==> config.mk <==
export PLATFORM = sky130hd
export DESIGN_NAME = wall_follow_mode_controller
export DESIGN_NICKNAME = d
export VERILOG_FILES = /design/src/hw/rtl/wfmc_pkg.sv /design/src/hw/rtl/wfmc_cfg_regs.sv /design/src/hw/rtl/wfmc_core.sv /design/src/hw/rtl/wall_follow_mode_controller.sv
export VERILOG_INCLUDE_DIRS = /design/src /design/src/hw/rtl
export SDC_FILE = /design/constraint.sdc
export NUM_CORES = 1
export LEC_CHECK = 0
export BUFFER_PORTS_ARGS = -buffer_cell sky130_fd_sc_hd__buf_4
export CORE_MARGIN = 2
export CORE_UTILIZATION = 50
export DETAILED_ROUTE_END_ITERATION = 8
export PLACE_DENSITY = 0.77
export SLEW_MARGIN = 20
export SYNTH_ARGS = -nofsm -noshare
export SYNTH_HDL_FRONTEND = slang
export SYNTH_SLANG_ARGS = --single-unit
export TNS_END_PERCENT = 1
==> constraint.sdc <==
create_clock -name clk_i -period 16.22 [get_ports clk_i]
set_input_delay 1.622 -clock clk_i [delete_from_list [all_inputs] [get_ports clk_i]]
set_output_delay 1.622 -clock clk_i [all_outputs]
set_load 0.05 [all_outputs]
==> src/hw/rtl/assert_macros.svh <==
// Assertion macros for the mode controller RTL.
// No dependencies; included by the files that carry assertions.
`ifndef ASSERT_MACROS_SVH
`define ASSERT_MACROS_SVH

// Property that must hold at every clock edge outside reset.
`define WFMC_ASSERT(lbl, clk, rstn, prop, msg) \
  lbl: assert property (@(posedge clk) disable iff (!rstn) (prop)) else $error(msg);

// Consequent must hold in the same cycle as the antecedent.
`define WFMC_ASSERT_IMPL(lbl, clk, rstn, ante, cons, msg) \
  lbl: assert property (@(posedge clk) disable iff (!rstn) (ante) |-> (cons)) \
    else $error(msg);

// Consequent must hold in the cycle after the antecedent.
`define WFMC_ASSERT_NEXT(lbl, clk, rstn, ante, cons, msg) \
  lbl: assert property (@(posedge clk) disable iff (!rstn) (ante) |=> (cons)) \
    else $error(msg);

`endif

==> src/hw/rtl/wfmc_pkg.sv <==
// Shared types, constants and helper functions of the wall-follow mode controller.
// No dependencies; used by every RTL file of the block.
`default_nettype none

package wfmc_pkg;

  // Distance limits and front filter constants.
  localparam logic [8:0] MaxCm    = 9'd400;
  localparam logic [3:0] FarTolCm = 4'd15;
  localparam logic [2:0] FarHold  = 3'd4;

  // Configuration port geometry.
  localparam int unsigned ApbAddrW = 5;
  localparam int unsigned ApbDataW = 32;

  // Register reset values.
  localparam logic [8:0] FrontBlockedRst  = 9'd45;
  localparam logic [8:0] FrontSlowdownRst = 9'd75;
  localparam logic [8:0] SideOpenRst      = 9'd40;
  localparam logic [7:0] OpenConfirmRst   = 8'd2;
  localparam logic [7:0] BrakeSettleRst   = 8'd6;
  localparam logic [7:0] GuardRst         = 8'd40;
  localparam logic [7:0] CorridorRst      = 8'd4;
  localparam logic [7:0] LostTimeoutRst   = 8'd100;

  typedef enum logic [2:0] {
    MODE_IDLE   = 3'd0,
    MODE_FOLLOW = 3'd1,
    MODE_LOST   = 3'd2,
    MODE_STOP   = 3'd3,
    MODE_LEFT   = 3'd4,
    MODE_RIGHT  = 3'd5,
    MODE_POST   = 3'd6
  } mode_e;

  typedef enum logic [2:0] {
    DRV_NONE   = 3'd0,
    DRV_CRUISE = 3'd1,
    DRV_SLOW   = 3'd2,
    DRV_SPIN_L = 3'd3,
    DRV_SPIN_R = 3'd4,
    DRV_STOP   = 3'd5,
    DRV_BRAKE  = 3'd6
  } drive_e;

  typedef enum logic [2:0] {
    REG_FRONT_BLOCKED  = 3'd0,
    REG_FRONT_SLOWDOWN = 3'd1,
    REG_SIDE_OPEN      = 3'd2,
    REG_OPEN_CONFIRM   = 3'd3,
    REG_BRAKE_SETTLE   = 3'd4,
    REG_GUARD          = 3'd5,
    REG_CORRIDOR       = 3'd6,
    REG_LOST_TIMEOUT   = 3'd7
  } reg_idx_e;

  typedef struct packed {
    logic [8:0] front_exit_cm;
    logic [8:0] front_slow_cm;
    logic [8:0] side_open_cm;
    logic [7:0] open_confirm_ticks;
    logic [7:0] brake_settle_ticks;
    logic [7:0] guard_ticks;
    logic [7:0] corridor_confirm_ticks;
    logic [7:0] lost_limit_ticks;
  } cfg_t;

  typedef struct packed {
    logic [8:0] front_cm;
    logic [8:0] left_cm;
    logic [8:0] right_cm;
    logic       calib_finished;
    logic       start_seen;
    logic       rotation_finished;
  } in_t;

  typedef struct packed {
    mode_e       mode;
    logic        mode_changed;
    drive_e      drive_cmd;
    logic        pid_clear;
    logic        pid_step;
    logic        calib_request;
    logic        rotation_poll;
    logic [15:0] turns_done;
    logic [8:0]  front_filtered_cm;
  } out_t;

  // Clamp a raw distance to the sensor range.
  function automatic logic [8:0] sat_cm(input logic [8:0] v);
    return (v > MaxCm) ? MaxCm : v;
  endfunction

  // Eight-bit counter increment that sticks at its maximum.
  function automatic logic [7:0] sat_inc(input logic [7:0] v);
    return (v == 8'hFF) ? v : v + 8'd1;
  endfunction

endpackage

`default_nettype wire

==> src/hw/rtl/wfmc_cfg_regs.sv <==
// Configuration register file with an APB-style slave port.
// Depends on wfmc_pkg for the register layout and reset values.
`default_nettype none

module wfmc_cfg_regs (
  input  logic                              clk_i,
  input  logic                              rst_ni,
  input  logic                              psel,
  input  logic                              penable,
  input  logic                              pwrite,
  input  logic [wfmc_pkg::ApbAddrW-1:0]     paddr,
  input  logic [wfmc_pkg::ApbDataW-1:0]     pwdata,
  output logic [wfmc_pkg::ApbDataW-1:0]     prdata,
  output logic                              pready,
  output wfmc_pkg::cfg_t                    cfg_o
);

  wfmc_pkg::cfg_t     cfg_q, cfg_d;
  wfmc_pkg::reg_idx_e idx;
  logic               wr_en;

  // Word index from the byte address; the access phase commits a write.
  assign idx    = wfmc_pkg::reg_idx_e'(paddr[4:2]);
  assign wr_en  = psel && penable && pwrite;
  assign pready = 1'b1;
  assign cfg_o  = cfg_q;

  // Write decode.
  always_comb begin
    cfg_d = cfg_q;
    if (wr_en) begin
      unique case (idx)
        wfmc_pkg::REG_FRONT_BLOCKED:  cfg_d.front_exit_cm          = pwdata[8:0];
        wfmc_pkg::REG_FRONT_SLOWDOWN: cfg_d.front_slow_cm          = pwdata[8:0];
        wfmc_pkg::REG_SIDE_OPEN:      cfg_d.side_open_cm           = pwdata[8:0];
        wfmc_pkg::REG_OPEN_CONFIRM:   cfg_d.open_confirm_ticks     = pwdata[7:0];
        wfmc_pkg::REG_BRAKE_SETTLE:   cfg_d.brake_settle_ticks     = pwdata[7:0];
        wfmc_pkg::REG_GUARD:          cfg_d.guard_ticks            = pwdata[7:0];
        wfmc_pkg::REG_CORRIDOR:       cfg_d.corridor_confirm_ticks = pwdata[7:0];
        wfmc_pkg::REG_LOST_TIMEOUT:   cfg_d.lost_limit_ticks       = pwdata[7:0];
        default:                      cfg_d = cfg_q;
      endcase
    end
  end

  // Read decode.
  always_comb begin
    unique case (idx)
      wfmc_pkg::REG_FRONT_BLOCKED:  prdata = 32'(cfg_q.front_exit_cm);
      wfmc_pkg::REG_FRONT_SLOWDOWN: prdata = 32'(cfg_q.front_slow_cm);
      wfmc_pkg::REG_SIDE_OPEN:      prdata = 32'(cfg_q.side_open_cm);
      wfmc_pkg::REG_OPEN_CONFIRM:   prdata = 32'(cfg_q.open_confirm_ticks);
      wfmc_pkg::REG_BRAKE_SETTLE:   prdata = 32'(cfg_q.brake_settle_ticks);
      wfmc_pkg::REG_GUARD:          prdata = 32'(cfg_q.guard_ticks);
      wfmc_pkg::REG_CORRIDOR:       prdata = 32'(cfg_q.corridor_confirm_ticks);
      wfmc_pkg::REG_LOST_TIMEOUT:   prdata = 32'(cfg_q.lost_limit_ticks);
      default:                      prdata = '0;
    endcase
  end

  // Register storage with documented reset values.
  always_ff @(posedge clk_i or negedge rst_ni) begin
    if (!rst_ni) begin
      cfg_q.front_exit_cm          <= wfmc_pkg::FrontBlockedRst;
      cfg_q.front_slow_cm          <= wfmc_pkg::FrontSlowdownRst;
      cfg_q.side_open_cm           <= wfmc_pkg::SideOpenRst;
      cfg_q.open_confirm_ticks     <= wfmc_pkg::OpenConfirmRst;
      cfg_q.brake_settle_ticks     <= wfmc_pkg::BrakeSettleRst;
      cfg_q.guard_ticks            <= wfmc_pkg::GuardRst;
      cfg_q.corridor_confirm_ticks <= wfmc_pkg::CorridorRst;
      cfg_q.lost_limit_ticks       <= wfmc_pkg::LostTimeoutRst;
    end else begin
      cfg_q <= cfg_d;
    end
  end

endmodule

`default_nettype wire

==> src/hw/rtl/wfmc_core.sv <==
// Mode state machine, counters and front filter; one tick per step strobe.
// Depends on wfmc_pkg and assert_macros.svh.
`default_nettype none
`include "assert_macros.svh"

module wfmc_core (
  input  logic           clk_i,
  input  logic           rst_ni,
  input  logic           step_i,
  input  wfmc_pkg::in_t  item_i,
  input  wfmc_pkg::cfg_t cfg_i,
  output wfmc_pkg::out_t res_o
);

  // State registers.
  wfmc_pkg::mode_e mode_q, mode_d;
  logic [15:0]     turn_total_q, turn_total_d;
  logic [7:0]      lost_q, lost_d;
  logic            spin_q, spin_d;
  logic [7:0]      settle_q, settle_d;
  logic [7:0]      guard_q, guard_d;
  logic [7:0]      corr_q, corr_d;
  logic [7:0]      left_open_q, left_open_d;
  logic [7:0]      right_open_q, right_open_d;
  logic [8:0]      held_q, held_d;
  logic [2:0]      far_q, far_d;
  logic            calib_q, calib_d;
  logic            start_q, start_d;

  // Saturated distances and side tests.
  logic [8:0] fr_cm, l_cm, r_cm;
  logic       l_open, r_open, any_near, both_near;
  assign fr_cm     = wfmc_pkg::sat_cm(item_i.front_cm);
  assign l_cm      = wfmc_pkg::sat_cm(item_i.left_cm);
  assign r_cm      = wfmc_pkg::sat_cm(item_i.right_cm);
  assign l_open    = l_cm >= cfg_i.side_open_cm;
  assign r_open    = r_cm >= cfg_i.side_open_cm;
  assign any_near  = (fr_cm < cfg_i.side_open_cm) || !l_open || !r_open;
  assign both_near = !l_open && !r_open;

  // Asymmetric front filter: near readings pass, far ones need a run of FarHold.
  logic       near_ok;
  logic [2:0] far_inc;
  logic [8:0] filt_held;
  logic [2:0] filt_far;
  assign near_ok = 10'(fr_cm) <= (10'(held_q) + 10'(wfmc_pkg::FarTolCm));
  assign far_inc = far_q + 3'd1;
  always_comb begin
    if (near_ok || (far_inc >= wfmc_pkg::FarHold)) begin
      filt_held = fr_cm;
      filt_far  = '0;
    end else begin
      filt_held = held_q;
      filt_far  = far_inc;
    end
  end

  // Counter candidates for this tick.
  logic [7:0] lcnt, rcnt, lost_inc, settle_inc, guard_inc, corr_inc;
  logic       slow, lo, ro, guard_wait, post_blocked, corr_exit, start_now;
  assign lcnt         = l_open ? wfmc_pkg::sat_inc(left_open_q) : '0;
  assign rcnt         = r_open ? wfmc_pkg::sat_inc(right_open_q) : '0;
  assign lost_inc     = wfmc_pkg::sat_inc(lost_q);
  assign settle_inc   = wfmc_pkg::sat_inc(settle_q);
  assign guard_inc    = wfmc_pkg::sat_inc(guard_q);
  assign corr_inc     = wfmc_pkg::sat_inc(corr_q);
  assign slow         = filt_held <= cfg_i.front_slow_cm;
  assign lo           = lcnt >= cfg_i.open_confirm_ticks;
  assign ro           = rcnt >= cfg_i.open_confirm_ticks;
  assign guard_wait   = guard_inc < cfg_i.guard_ticks;
  assign post_blocked = filt_held <= cfg_i.front_exit_cm;
  assign corr_exit    = both_near && (corr_inc >= cfg_i.corridor_confirm_ticks);
  assign start_now    = start_q || item_i.start_seen;

  // Next mode.
  always_comb begin
    mode_d = mode_q;
    if (step_i) begin
      unique case (mode_q) inside
        wfmc_pkg::MODE_FOLLOW: begin
          if (slow && lo && ro) begin
            mode_d = (l_cm > r_cm) ? wfmc_pkg::MODE_LEFT : wfmc_pkg::MODE_RIGHT;
          end else if (slow && lo) begin
            mode_d = wfmc_pkg::MODE_LEFT;
          end else if (slow && ro) begin
            mode_d = wfmc_pkg::MODE_RIGHT;
          end
        end
        wfmc_pkg::MODE_LOST: begin
          if (lost_inc >= cfg_i.lost_limit_ticks) begin
            mode_d = wfmc_pkg::MODE_STOP;
          end else if (any_near) begin
            mode_d = wfmc_pkg::MODE_FOLLOW;
          end
        end
        wfmc_pkg::MODE_STOP: begin
          mode_d = wfmc_pkg::MODE_FOLLOW;
        end
        wfmc_pkg::MODE_LEFT, wfmc_pkg::MODE_RIGHT: begin
          if (spin_q && item_i.rotation_finished) begin
            mode_d = wfmc_pkg::MODE_POST;
          end
        end
        wfmc_pkg::MODE_POST: begin
          if (!guard_wait && (post_blocked || corr_exit)) begin
            mode_d = wfmc_pkg::MODE_FOLLOW;
          end
        end
        default: begin
          if (calib_q && start_now) begin
            mode_d = wfmc_pkg::MODE_FOLLOW;
          end
        end
      endcase
    end
  end

  logic        mode_changed;
  logic        turn_entry;
  logic [15:0] turn_next;
  assign mode_changed = step_i && (mode_d != mode_q);
  assign turn_entry   = mode_changed &&
                        (mode_d == wfmc_pkg::MODE_LEFT || mode_d == wfmc_pkg::MODE_RIGHT);
  assign turn_next    = turn_total_q + 16'd1;

  // Per-mode work, entry actions and the result item.
  always_comb begin
    turn_total_d = turn_total_q;
    lost_d       = lost_q;
    spin_d       = spin_q;
    settle_d     = settle_q;
    guard_d      = guard_q;
    corr_d       = corr_q;
    left_open_d  = left_open_q;
    right_open_d = right_open_q;
    held_d       = held_q;
    far_d        = far_q;
    calib_d      = calib_q;
    start_d      = start_q;
    res_o        = '0;
    res_o.drive_cmd = wfmc_pkg::DRV_NONE;

    if (step_i) begin
      start_d = start_now;
      unique case (mode_q) inside
        wfmc_pkg::MODE_FOLLOW: begin
          held_d = filt_held;
          far_d  = filt_far;
          if (slow) begin
            left_open_d  = lcnt;
            right_open_d = rcnt;
            if (!lo && !ro) begin
              res_o.drive_cmd = wfmc_pkg::DRV_SLOW;
            end
          end else begin
            left_open_d     = '0;
            right_open_d    = '0;
            res_o.drive_cmd = wfmc_pkg::DRV_CRUISE;
          end
        end
        wfmc_pkg::MODE_LOST: begin
          lost_d = lost_inc;
        end
        wfmc_pkg::MODE_STOP: begin
          lost_d = lost_q;
        end
        wfmc_pkg::MODE_LEFT, wfmc_pkg::MODE_RIGHT: begin
          if (!spin_q) begin
            settle_d = settle_inc;
            if (settle_inc >= cfg_i.brake_settle_ticks) begin
              spin_d          = 1'b1;
              res_o.drive_cmd = (mode_q == wfmc_pkg::MODE_LEFT) ?
                                wfmc_pkg::DRV_SPIN_L : wfmc_pkg::DRV_SPIN_R;
            end
          end else begin
            res_o.rotation_poll = 1'b1;
          end
        end
        wfmc_pkg::MODE_POST: begin
          guard_d = guard_inc;
          held_d  = filt_held;
          far_d   = filt_far;
          if (guard_wait) begin
            corr_d         = '0;
            res_o.pid_step = 1'b1;
          end else if (post_blocked) begin
            guard_d = '0;
            corr_d  = '0;
          end else if (corr_exit) begin
            guard_d = '0;
            corr_d  = '0;
          end else begin
            corr_d         = both_near ? corr_inc : '0;
            res_o.pid_step = 1'b1;
          end
        end
        default: begin
          if (!calib_q) begin
            res_o.calib_request = 1'b1;
            calib_d             = item_i.calib_finished;
          end
        end
      endcase

      // Entry actions of the new mode.
      if (mode_changed) begin
        unique case (mode_d) inside
          wfmc_pkg::MODE_FOLLOW: begin
            res_o.pid_clear = 1'b1;
            left_open_d     = '0;
            right_open_d    = '0;
          end
          wfmc_pkg::MODE_LOST: begin
            res_o.drive_cmd = wfmc_pkg::DRV_STOP;
            lost_d          = '0;
          end
          wfmc_pkg::MODE_STOP: begin
            res_o.drive_cmd = wfmc_pkg::DRV_STOP;
          end
          wfmc_pkg::MODE_LEFT, wfmc_pkg::MODE_RIGHT: begin
            res_o.drive_cmd = wfmc_pkg::DRV_BRAKE;
            spin_d          = 1'b0;
            settle_d        = '0;
            turn_total_d    = turn_next;
          end
          wfmc_pkg::MODE_POST: begin
            guard_d         = '0;
            corr_d          = '0;
            res_o.pid_clear = 1'b1;
            res_o.drive_cmd = wfmc_pkg::DRV_CRUISE;
          end
          default: begin
            res_o.pid_clear = 1'b0;
          end
        endcase
      end
    end

    res_o.mode              = mode_d;
    res_o.mode_changed      = mode_changed;
    res_o.turns_done        = turn_total_d;
    res_o.front_filtered_cm = held_d;
  end

  // State update.
  always_ff @(posedge clk_i or negedge rst_ni) begin
    if (!rst_ni) begin
      mode_q       <= wfmc_pkg::MODE_IDLE;
      turn_total_q <= '0;
      lost_q       <= '0;
      spin_q       <= 1'b0;
      settle_q     <= '0;
      guard_q      <= '0;
      corr_q       <= '0;
      left_open_q  <= '0;
      right_open_q <= '0;
      held_q       <= wfmc_pkg::MaxCm;
      far_q        <= '0;
      calib_q      <= 1'b0;
      start_q      <= 1'b0;
    end else begin
      mode_q       <= mode_d;
      turn_total_q <= turn_total_d;
      lost_q       <= lost_d;
      spin_q       <= spin_d;
      settle_q     <= settle_d;
      guard_q      <= guard_d;
      corr_q       <= corr_d;
      left_open_q  <= left_open_d;
      right_open_q <= right_open_d;
      held_q       <= held_d;
      far_q        <= far_d;
      calib_q      <= calib_d;
      start_q      <= start_d;
    end
  end

  // The far-reading run never reaches the hold length in storage.
  `WFMC_ASSERT(a_far_run_short, clk_i, rst_ni, far_q < wfmc_pkg::FarHold, "far run overflow")
  // Entering a turn bumps the turn count by exactly one.
  `WFMC_ASSERT_NEXT(a_turn_cnt, clk_i, rst_ni, turn_entry, turn_total_q == $past(turn_next), "turn count")
  // A lane controller step never coincides with a mode change.
  `WFMC_ASSERT_IMPL(a_step_no_change, clk_i, rst_ni, res_o.pid_step, !mode_changed, "step on change")

endmodule

`default_nettype wire

==> src/hw/rtl/wall_follow_mode_controller.sv <==
// Top level of the wall-follow mode controller: input register, core, result register.
// Depends on wfmc_pkg, wfmc_cfg_regs and wfmc_core.
//
//   Channel  Signals                                  Beat
//   in       in_valid_i / in_ready_o / in_i           one tick of sensor data
//   out      out_valid_o / out_ready_i / out_o        one result per tick
//   cfg      psel penable pwrite paddr pwdata prdata  one register access
//
// One tick is accepted per cycle unless the result register stalls.
// The single state update in the core sets the rate, one tick a cycle unless stalled.
// Reset sets state, config registers and valid flags at once; payloads are not reset.
// A stalled result holds the core; the input register still takes one beat.
`default_nettype none

module wall_follow_mode_controller (
  input  logic                          clk_i,
  input  logic                          rst_ni,
  input  logic                          in_valid_i,
  output logic                          in_ready_o,
  input  wfmc_pkg::in_t                 in_i,
  output logic                          out_valid_o,
  input  logic                          out_ready_i,
  output wfmc_pkg::out_t                out_o,
  input  logic                          psel,
  input  logic                          penable,
  input  logic                          pwrite,
  input  logic [wfmc_pkg::ApbAddrW-1:0] paddr,
  input  logic [wfmc_pkg::ApbDataW-1:0] pwdata,
  output logic [wfmc_pkg::ApbDataW-1:0] prdata,
  output logic                          pready
);

  wfmc_pkg::cfg_t cfg;
  wfmc_pkg::in_t  in_q;
  wfmc_pkg::out_t out_q, res;
  logic           in_valid_q, out_valid_q, advance;

  // The core runs a tick when the result register is free or draining.
  assign advance     = in_valid_q && (!out_valid_q || out_ready_i);
  assign in_ready_o  = !in_valid_q || advance;
  assign out_valid_o = out_valid_q;
  assign out_o       = out_q;

  wfmc_cfg_regs u_cfg (
    .clk_i   (clk_i),
    .rst_ni  (rst_ni),
    .psel    (psel),
    .penable (penable),
    .pwrite  (pwrite),
    .paddr   (paddr),
    .pwdata  (pwdata),
    .prdata  (prdata),
    .pready  (pready),
    .cfg_o   (cfg)
  );

  wfmc_core u_core (
    .clk_i  (clk_i),
    .rst_ni (rst_ni),
    .step_i (advance),
    .item_i (in_q),
    .cfg_i  (cfg),
    .res_o  (res)
  );

  // Valid flags of the input and result registers.
  always_ff @(posedge clk_i or negedge rst_ni) begin
    if (!rst_ni) begin
      in_valid_q  <= 1'b0;
      out_valid_q <= 1'b0;
    end else begin
      if (in_ready_o) begin
        in_valid_q <= in_valid_i;
      end
      if (advance) begin
        out_valid_q <= 1'b1;
      end else if (out_ready_i) begin
        out_valid_q <= 1'b0;
      end
    end
  end

  // Payload registers.
  always_ff @(posedge clk_i) begin
    if (in_valid_i && in_ready_o) begin
      in_q <= in_i;
    end
    if (advance) begin
      out_q <= res;
    end
  end

endmodule

`default_nettype wire

==> impl_metrics.env, run 1 <==
export IMPL_status="complete, no violations"
export IMPL_yosysSeqAreaShare=0.4363
export IMPL_grt_max_degree=87
export IMPL_r2r_worst_path_cells=23
export IMPL_crit_chain="o41ai_1 -> a21oi_1 -> nor2b_1 -> ha_1 -> nor2b_1 -> o21a_1 -> o21a_1 -> o21a_1 -> o21a_1 -> o21ai_0 -> a21oi_1 -> buf_4 -> o21ai_1 -> mux2_2 -> ha_1 -> a21oi_1 -> a21boi_0 -> o31a_1 -> a2bb2oi_1 -> nor3_4 -> and2_1 -> o21ai_1 -> a32o_1"
export IMPL_synth_top_flop_cell="dfrtp_1"
export IMPL_tritoncts="built"
export IMPL_finalCritPeriodShare=0.4691
export IMPL_die_y_um=166.9
export IMPL_final_setup_viol_count=0
export IMPL_gp_congestion=0.9561
export IMPL_min_path_cells=1
export IMPL_firstDrtPassIters=5
export IMPL_relSlewSlack=0.3565
export IMPL_cp_max_fo=20
export IMPL_synthSimpleGateAreaFrac=0.1669
export IMPL_regArea_um2=5788
export IMPL_synth_edff_count=66
export IMPL_drtAntennaViolNets=0
export IMPL_postCtsHoldBufs=0
export IMPL_post_route_cell_area_um2=15030
export IMPL_synthAdderAreaFrac=0.1113
export IMPL_coreArea_um2=26060
export IMPL_antennaDiodeCount=0
export IMPL_post_cts_buffers=0
export IMPL_p_int_w=0.001386
export IMPL_synthToLayoutAreaGrowth_pct=13.33
export IMPL_max_stage_delay_ps=760
export IMPL_cts_path_max_buffers=3
export IMPL_pwr_share_comb=0.366
export IMPL_synth_compound_area_share=0.1536
export IMPL_synthMuxAreaShare=0.04377
export IMPL_clock_latency_ps=530
export IMPL_grt_ovfl_total=0
export IMPL_nFillCells=2204
export IMPL_grt_usage=0.2312
export IMPL_finalCriticalPeriod_ps=7608
export IMPL_criticalPathCategory="reg2reg"
export IMPL_synth_xor_area_share=0.02839
export IMPL_die_area_um2=27850
export IMPL_clock_sinks=217
export IMPL_drive_above_1_share=0.1603
export IMPL_portBuffers=95
export IMPL_ir_drop_v=0.0001117
export IMPL_cp_data_arrival_time_ps=8010
export IMPL_clk_pin_slew_ps=60
export IMPL_rsz0062_at_grt="no"
export IMPL_rrSetupSlack_ps=8610
export IMPL_timing_rr_start="in_q[21]"
export IMPL_timing_fmax_ghz=0.1314
export IMPL_die_width_um=166.9
export IMPL_ys_ff_latch=217
export IMPL_worstHoldPathType="reg2reg"
export IMPL_grt_pass1_vias=9993
export IMPL_rr_endpoint="u_core.settle_q[6]"
export IMPL_syn_inst=1351
export IMPL_dpl_hpwl_mm=23.74
export IMPL_syn_avg_cell_area_um2=9.819
export IMPL_syn_cell_area_um2=13270
export IMPL_numCtsBuffers=25
export IMPL_fin_setup_tns_ps=0
export IMPL_p_per_area_nw_per_um2=146.8
export IMPL_whs_endpoint="u_core.start_q"
export IMPL_routed_wl_mm=32.53
export IMPL_fin_worst_skew_ps=21.77
export IMPL_placed_cell_area_um2=14100
export IMPL_cts_root_buf="clkbuf_16"
export IMPL_crit_path_frequent_cell="o21a_1"
export IMPL_finalNonFillerCells=1776
export IMPL_dr_total_vias=10447
export IMPL_hold_viol=0
export IMPL_num_io_pins=145
export IMPL_cts_max_level=1
export IMPL_vias_per_cell=5.882
export IMPL_synth_warnings=0
export IMPL_path_buf_inv=1
export IMPL_antenna_found_initial=0
export IMPL_required_ps=16630
export IMPL_swShare=0.3720
export IMPL_start_util=0.5091
export IMPL_dr_first_iter_drc_count=967
export IMPL_drc=0
export IMPL_clkPwrFrac=0.289
export IMPL_row_count=59
export IMPL_ctsResizeCount=0
export IMPL_final_nets=1615
export IMPL_wl_per_cell_um=18.32
export IMPL_multiInputGateArea_um2=6785
export IMPL_slowest_stage="o21ai_1"
export IMPL_cp_top_family="compound AO/OA/AOI/OAI gates"
export IMPL_placed_cells=1731
export IMPL_synth_cell_types=85
export IMPL_grt_pass1_wl_mm=52.12
export IMPL_p_leak_nw=6.758
export IMPL_maxSlewViolCount=0
export IMPL_p_switching_w=0.0008209
export IMPL_worst_pin_slew_ps=958.8
export IMPL_ys_async_sr_fraction=0.6959
export IMPL_crit_path_end_kind="flop"
export IMPL_critPathLaunchType="flop"
export IMPL_max_cap_violations=0
export IMPL_synth_top_family_by_area="simple AND/OR/NAND/NOR gates"
export IMPL_worstHoldStart="u_core.start_q"
export IMPL_p_seq_frac=0.345
[per-layer routing]
layer	track usage	part of all wire	vias to the layer above
met4	0.07834	0.034	0
met5	0	0	-
li1	-	-	4974
met2	0.3773	0.47	356
met1	0.3155	0.43	5048
met3	0.03588	0.067	69
[placed cells by master, fill, tap and decap left out, drive strengths merged, types with 7 or more instances in the layout]
cell    Yosys  layout
nand2     152     152
dfrtp     129     129
a311o       7       7
o21ai     105     105
buf        35     104
mux2       32      32
dfstp      22      22
a211oi      8       8
nor2b      19      19
xnor2      31      31
conb        2      24
bufinv      0       8
nor2       90      90
edfxtp     66      66
nand4      27      27
ha        118     118
o21a       12      12
a21oi      56      56
clkbuf     45      27
a31oi      11      11
clkinv      0       8
nor4        7       7
and3       14      14
a21o       12      12
a32o       13      13
inv        87      87
nor3       24      24
and2       11      11
nor3b       8       8
a22o       21      21
nand3      58      58
mux2i      13      13
nand2b     24      24
xor2       12      12
[power groups by stage]
stage / registers, W / clock network, W / logic [W]
global route: 0.000772 / 0.000674 / 0.000893
CTS: 0.000759 / 0.000648 / 0.000802
floorplan: 0.000794 / 0 / 0.000553
finish: 0.000761 / 0.000639 / 0.000807
detailed placement: 0.000768 / 0 / 0.000792
global placement: 0.000765 / 0 / 0.000760
[Yosys cell counts (13+ instances only)]
library cell,count,share of area
dfstp_2,22,0.044
nor3_1,23,0.0087
edfxtp_1,66,0.15
nand2_1,151,0.043
a32o_1,13,0.0098
ha_1,118,0.11
nand3_1,56,0.021
o21ai_0,97,0.037
xnor2_1,31,0.020
nor2b_1,19,0.0090
nand4_1,26,0.012
a22o_1,18,0.012
mux2_2,31,0.026
inv_1,87,0.025
buf_4,25,0.014
dfrtp_1,129,0.24
nor2_1,90,0.025
a21oi_1,55,0.021
clkbuf_1,42,0.012
mux2i_1,13,0.0098
nand2b_1,24,0.011
[logic make-up (layout without fill, tap and decap cells)]
family          after synthesis  count (layout)
xor+xnor                     43              43
other cells                   2              24
simple gates                454             454
mux                          49              49
buf+inv                     168             236
fa+ha+maj                   118             118
flops                       217             217
compound gates              300             300
[flip-flops by register name, indices dropped and copies added (netlist names), 3 cells and up]
name	flops
u_core.settle_q	8
u_core.lost_q	8
u_core.corr_q	8
u_core.turn_total_q	16
in_q	30
u_core.far_q	3
out_o	36
u_cfg.cfg_o	67
u_core.right_open_q	8
u_core.left_open_q	8
u_core.guard_q	8
u_core.held_q	9
u_core.mode_q	3
[worst max path at each step]
stage / from / to / slack (ps) / cells after the start
6_report: in_q[21] / u_core.settle_q[6] / 8610 / 23
5_1_grt: in_q[21] / u_core.settle_q[3] / 8060 / 23
4_1_cts: in_q[21] / u_core.settle_q[6] / 8690 / 23
3_5_place_dp: in_q[21] / u_core.settle_q[4] / 8730 / 23
3_3_place_gp: in_q[21] / u_core.settle_q[4] / 8640 / 23
2_1_floorplan: in_q[21] / u_core.left_open_q[2] / 10720 / 25
[final cells by class]
cell class / count / share of cell area
Inverter: 87 / 0.02172
Multi-Input combinational cell: 988 / 0.4514
Clock buffer: 27 / 0.04211
Timing Repair Buffer: 104 / 0.05218
Tap cell: 335 / 0.02788
Sequential cell: 217 / 0.3850
Clock inverter: 18 / 0.01973
[worst reg2reg max path: stages, from the launching register on]
cell and delay, ps:
edfxtp_1 430, o41ai_1 430, a21oi_1 190, nor2b_1 440, ha_1 330, nor2b_1 140
o21a_1 160, o21a_1 160, o21a_1 160, o21a_1 150, o21ai_0 150, a21oi_1 90
buf_4 200, o21ai_1 760, mux2_2 450, ha_1 320, a21oi_1 140, a21boi_0 90
o31a_1 290, a2bb2oi_1 240, nor3_4 720, and2_1 740, o21ai_1 390, a32o_1 310
[through the flow]
stage / util / setup WS (ps) / hold slack [ps] / power (W)
final: 0.5769 / 8612 / 458.2 / 0.002207
after global routing: 0.5769 / 8065 / 482.1 / 0.002339
after CTS: 0.5768 / 8688 / 468.7 / 0.002209
after detailed placement: 0.5411 / 8726 / 455.0 / 0.001560
after global placement: 0.5408 / 8639 / 434.3 / 0.001525
after floorplan: - / 10720 / 422.6 / 0.001348
Power figures use the tool's default switching activity.
==> run 2: changes to the inputs <==
==> constraint.sdc (replaced) <==
create_clock -name clk_i -period 8 [get_ports clk_i]
set_input_delay 0.8 -clock clk_i [delete_from_list [all_inputs] [get_ports clk_i]]
set_output_delay 0.8 -clock clk_i [all_outputs]
set_load 0.05 [all_outputs]
==> impl_metrics.env, run 2 (synthesis gave the netlist of run 1 again) <==
export IMPL_rr_endpoint="u_core.settle_q[6]"
export IMPL_layout_commonest_cell="nand2_1"
export IMPL_ir_drop_v=0.0002450
export IMPL_postCtsHoldBufs=0
export IMPL_worstHoldPathType="in2async"
export IMPL_critPathLaunchType="flop"
export IMPL_rrSetupSlack_ps=1190
export IMPL_max_cap_violations=0
export IMPL_cts_path_max_buffers=3
export IMPL_worst_pin_slew_ps=1105
export IMPL_ctsResizeCount=0
export IMPL_final_setup_viol_count=0
export IMPL_numCtsBuffers=25
export IMPL_grt_max_degree=80
export IMPL_post_cts_buffers=0
export IMPL_r2r_worst_path_cells=26
export IMPL_finalCritPeriodShare=0.8511
export IMPL_vias_per_cell=5.887
export IMPL_num_io_pins=145
export IMPL_hold_viol=0
export IMPL_cts_root_buf="clkbuf_16"
export IMPL_start_util=0.5091
export IMPL_portBuffers=95
export IMPL_dr_first_iter_drc_count=933
export IMPL_clock_latency_ps=530
export IMPL_finalCriticalPeriod_ps=6809
export IMPL_die_y_um=166.9
export IMPL_relSlewSlack=0.2582
export IMPL_synthToLayoutAreaGrowth_pct=12.60
export IMPL_status="complete, no violations"
export IMPL_dr_total_vias=10479
export IMPL_gp_congestion=0.9351
export IMPL_critPathLaunch="in_q[21]"
export IMPL_wl_per_cell_um=17.99
export IMPL_crit_path_end="u_core.settle_q[6]"
export IMPL_final_nets=1618
export IMPL_fin_worst_skew_ps=16.06
export IMPL_clk_pin_slew_ps=60
export IMPL_dpl_hpwl_mm=23.56
export IMPL_die_area_um2=27850
export IMPL_timing_rr_start="in_q[21]"
export IMPL_totalPowerFinal_w=0.004324
export IMPL_antennaDiodeCount=0
export IMPL_tritoncts="built"
export IMPL_timing_fmax_ghz=0.1469
export IMPL_required_ps=8420
export IMPL_criticalPathCategory="reg2reg"
export IMPL_drc=0
export IMPL_rsz0062_at_grt="no"
export IMPL_final_cell_mix="nand2_1 (151), dfrtp_1 (129), ha_1 (118)"
export IMPL_cp_max_fo=20
export IMPL_hold_slack_ps=282.6
export IMPL_drtAntennaViolNets=0
export IMPL_coreArea_um2=26060
export IMPL_grt_pass1_wl_mm=51.81
export IMPL_routed_wl_mm=32.02
export IMPL_row_count=59
export IMPL_largest_register_ffs=67
export IMPL_cp_data_arrival_time_ps=7230
export IMPL_grt_ovfl_total=0
export IMPL_antenna_found_initial=1
export IMPL_p_leak_nw=6.707
export IMPL_firstDrtPassIters=6
export IMPL_grt_pass1_vias=10051
export IMPL_drive_above_1_share=0.1606
export IMPL_die_width_um=166.9
export IMPL_cts_max_level=1
export IMPL_p_per_area_nw_per_um2=289.5
export IMPL_crit_path_end_kind="flop"
export IMPL_grt_usage=0.2270
export IMPL_maxSlewViolCount=0
export IMPL_clock_sinks=217
export IMPL_fin_setup_tns_ps=0
[run 2: layer usage]
| metal | up-vias | track usage | wire length, µm |
|---|---|---|---|
| li1 | 4977 | - | - |
| met1 | 5025 | 0.3072 | 13780 |
| met2 | 395 | 0.3655 | 14650 |
| met3 | 82 | 0.03945 | 2264 |
| met4 | 0 | 0.08733 | 1327 |
| met5 | - | 0 | 0 |
[run 2: area by class of cell]
class | count | area [µm²]
tap | 335 | 419.2
inverter | 87 | 326.6
sequential | 217 | 5788
clock buffer | 30 | 664.4
multi-input combinational | 988 | 6775
fill | 2200 | 11120
timing repair buffer | 107 | 810.8
clock inverter | 16 | 152.6
[run 2: worst min path at each step]
stage | end | depth (start not counted) | slack, ps | startpoint
CTS | u_core.corr_q[0] | 1 | 310 | rst_ni
detailed placement | u_core.start_q | 1 | 440 | u_core.start_q
global route | u_core.corr_q[0] | 1 | 350 | rst_ni
global placement | u_core.start_q | 1 | 440 | u_core.start_q
floorplan | u_core.start_q | 1 | 420 | u_core.start_q
finish | u_core.corr_q[0] | 1 | 280 | rst_ni
[run 2: through the flow]
step | utilization | cell area (µm²) | cells | worst slack (ps)
final | 0.5732 | 14940 | 1780 | 1191
after global routing | 0.5732 | 14940 | 1780 | 881.0
after CTS | 0.5731 | 14930 | 1780 | 1300
after detailed placement | 0.5417 | 14120 | 1734 | 1310
after global placement | 0.5417 | 14120 | 1734 | 1482
after floorplan | - | 13350 | 1373 | 2497
[run 2: worst max-delay path, cell delays in order (launching register included)]
cell	delay [ps]
edfxtp_1	410
o41ai_1	360
a21oi_1	170
nor2b_1	450
ha_1	330
nor2b_1	140
o21a_1	170
o21a_1	170
o21a_1	170
o21a_1	170
o21ai_0	200
a21oi_1	90
buf_4	210
o21ai_1	140
buf_4	220
mux2_2	370
ha_1	310
a21oi_1	160
a21boi_0	120
o31a_1	290
a2bb2oi_1	150
buf_4	170
nor3_2	140
buf_4	260
and2_1	650
o21ai_1	380
a32o_1	310
[run 2: where the power goes]
group	switching (W)	internal (W)
logic	0.00102	0.000625
registers	0.000177	0.00137
clock network	0.000472	0.000661
==> run 3: changes to the inputs <==
--- a/config.mk
+++ b/config.mk
@@ -6,11 +6,14 @@
 export SDC_FILE = /design/constraint.sdc
 export NUM_CORES = 1
 export LEC_CHECK = 0
+export ABC_AREA = 1
 export BUFFER_PORTS_ARGS = -buffer_cell sky130_fd_sc_hd__buf_4
+export CELL_PAD_IN_SITES_DETAIL_PLACEMENT = 1
+export CELL_PAD_IN_SITES_GLOBAL_PLACEMENT = 2
 export CORE_MARGIN = 2
-export CORE_UTILIZATION = 50
+export CORE_UTILIZATION = 36
 export DETAILED_ROUTE_END_ITERATION = 8
-export PLACE_DENSITY = 0.77
+export PLACE_DENSITY = 0.88
 export SLEW_MARGIN = 20
 export SYNTH_ARGS = -nofsm -noshare
 export SYNTH_HDL_FRONTEND = slang
==> impl_metrics.env, run 3 <==
export IMPL_syn_inst=1723
export IMPL_ys_async_sr_fraction=0.6959
export IMPL_max_cap_violations=0
export IMPL_final_setup_viol_count=0
export IMPL_yosysSeqAreaShare=0.4180
export IMPL_rr_endpoint="out_o[15]"
export IMPL_ctsResizeCount=0
export IMPL_rsz0062_at_grt="no"
export IMPL_required_ps=8290
export IMPL_tritoncts="built"
export IMPL_ys_top_cells_by_area="dfrtp_1 (23%), edfxtp_1 (14%), ha_1 (11%), nand2_1 (10%), inv_1 (7.2%)"
export IMPL_synthToLayoutAreaGrowth_pct=13.84
export IMPL_synthTopCellsByCount="nand2_1 (378), inv_1 (264), o21ai_0 (151)"
export IMPL_vias_per_cell=5.051
export IMPL_clk_pin_slew_ps=60
export IMPL_worstHoldPathType="in2async"
export IMPL_antennaDiodeCount=0
export IMPL_fin_worst_skew_ps=18.24
export IMPL_yosysMostFrequentCell="nand2_1"
export IMPL_syn_cell_area_um2=13850
export IMPL_grt_max_degree=83
export IMPL_portBuffers=95
export IMPL_cts_path_max_buffers=3
export IMPL_path_buf_inv=4
export IMPL_syn_avg_cell_area_um2=8.037
export IMPL_die_width_um=200.1
export IMPL_dr_total_vias=11830
export IMPL_slowest_stage="inv_1"
export IMPL_relSlewSlack=0.3632
export IMPL_finalNonFillerCells=2342
export IMPL_drtAntennaViolNets=0
export IMPL_grt_ovfl_total=0
export IMPL_cts_max_level=1
export IMPL_maxSlewViolCount=0
export IMPL_die_area_um2=40050
export IMPL_synth_edff_count=66
export IMPL_cp_top_family="simple AND/OR/NAND/NOR gates"
export IMPL_die_y_um=200.1
export IMPL_max_stage_delay_ps=480
export IMPL_firstDrtPassIters=5
export IMPL_wl_per_cell_um=17.18
export IMPL_synth_top_flop_cell="dfrtp_1"
export IMPL_hold_viol=0
export IMPL_dr_first_iter_drc_count=600
export IMPL_drive_above_1_share=0.1131
export IMPL_criticalPathCategory="reg2reg"
export IMPL_routed_wl_mm=40.25
export IMPL_clock_latency_ps=550
export IMPL_dpl_hpwl_mm=30.16
export IMPL_timing_rr_start="in_q[28]"
export IMPL_grt_pass1_vias=12408
export IMPL_clock_sinks=217
export IMPL_ys_ff_latch=217
export IMPL_row_count=71
export IMPL_worst_pin_slew_ps=955.2
export IMPL_start_util=0.3668
export IMPL_ir_drop_v=0.0001633
export IMPL_cts_root_buf="clkbuf_16"
export IMPL_totalPowerFinal_w=0.005044
export IMPL_crit_path_end_kind="flop"
export IMPL_synth_warnings=0
export IMPL_gp_congestion=0.8215
export IMPL_grt_pass1_wl_mm=65.45
export IMPL_cp_max_fo=20
export IMPL_antenna_found_initial=0
export IMPL_final_util=0.4175
export IMPL_fin_setup_tns_ps=0
export IMPL_finalCritPeriodShare=0.7752
export IMPL_num_io_pins=145
export IMPL_p_leak_nw=7.549
export IMPL_yosysTopAreaCellShare=0.2331
export IMPL_p_per_area_nw_per_um2=320.0
export IMPL_placed_cells=2294
export IMPL_coreArea_um2=37760
export IMPL_r2r_worst_path_cells=28
export IMPL_largest_register_ffs=67
export IMPL_layout_commonest_cell="nand2_1"
export IMPL_critPathLaunchType="flop"
export IMPL_post_cts_buffers=0
export IMPL_yosys_area_top_type="dfrtp_1"
export IMPL_postCtsHoldBufs=0
export IMPL_synth_cell_types=49
export IMPL_final_nets=2003
export IMPL_finalCriticalPeriod_ps=6202
export IMPL_timing_fmax_ghz=0.1613
export IMPL_drc=0
export IMPL_hold_slack_ps=249.4
export IMPL_final_cell_mix="nand2_1 (377), inv_1 (264), o21ai_0 (151)"
export IMPL_status="complete, no violations"
export IMPL_cp_data_arrival_time_ps=6490
export IMPL_crit_path_frequent_cell="nand2_1"
export IMPL_numCtsBuffers=26
export IMPL_path_depth=28
export IMPL_grt_usage=0.2012
export IMPL_rrSetupSlack_ps=1800
[run 3: cell count changes after synthesis, moves of 17 or more]
cell and delta:
nand2_1 +227, inv_1 +177, o21ai_0 +54, nor2_1 +38
o22ai_1 +35, a21oi_1 +31, mux2_2 -29, nand2b_1 -24
xnor2_1 -20, nor2b_1 -19, a22o_1 -18, nand2_2 +17
xor2_1 +17
[run 3: power by group]
| part | switching (W) | internal, W |
|---|---|---|
| Clock | 0.000469 | 0.000635 |
| Sequential | 0.000170 | 0.00144 |
| Combinational | 0.00160 | 0.000723 |
[run 3: layout make-up]
cell class	instances	area, µm²
fillers	4577	21990
inverters	272	1025
clock inverters	9	41.29
well taps	511	639.4
repair buffers	101	762.0
clock buffers	39	740.7
flip-flops and latches	217	5788
multi-input cells	1193	6768
[run 3: how the worst max path moves through the flow]
stage | startpoint | end | slack (ps)
finish | in_q[28] | out_o[15] | 1800
global route | in_q[28] | out_o[15] | 1170
CTS | in_q[28] | out_o[15] | 1800
detailed placement | in_q[28] | out_o[15] | 1830
global placement | in_q[26] | out_o[15] | 1950
floorplan | in_q[26] | out_o[17] | 3760
[run 3: metrics by stage]
| step | worst slack (ps) | area (µm²) |
|---|---|---|
| 3_5_place_dp | 1828 | 14980 |
| 5_1_grt | 1166 | 15760 |
| 2_1_floorplan | 3756 | 13930 |
| 3_3_place_gp | 1947 | 14980 |
| 6_report | 1798 | 15760 |
| 4_1_cts | 1802 | 15760 |
[run 3: kinds of logic after synthesis]
family,synth area share
buffers and inverters,0.09939
XOR/XNOR,0.02530
multiplexers,0.001626
AO/OA/AOI/OAI,0.1326
flip-flops,0.4180
other,0.0005424
adder cells (fa/ha/maj),0.1066
AND/OR/NAND/NOR,0.2160
[run 3: worst register-to-register path: cells and delay by family (launching register included)]
| kind | cells | cell delay (ps) |
|---|---|---|
| AND/OR/NAND/NOR | 15 | 2580 |
| AO/OA/AOI/OAI | 6 | 1080 |
| buffers and inverters | 4 | 980 |
| adder cells (fa/ha/maj) | 2 | 680 |
| flip-flops | 1 | 460 |
| XOR/XNOR | 1 | 170 |
[run 3: per-layer routing]
| metal | part of all wire | global-route usage | wire length (µm) | vias to the layer above |
|---|---|---|---|---|
| met1 | 0.48 | 0.2735 | 19260 | 5802 |
| met2 | 0.47 | 0.3452 | 19090 | 163 |
| li1 | - | - | - | 5830 |
| met4 | 0.015 | 0.04478 | 596 | 0 |
| met5 | 0 | 0 | 0 | - |
| met3 | 0.032 | 0.02148 | 1298 | 35 |
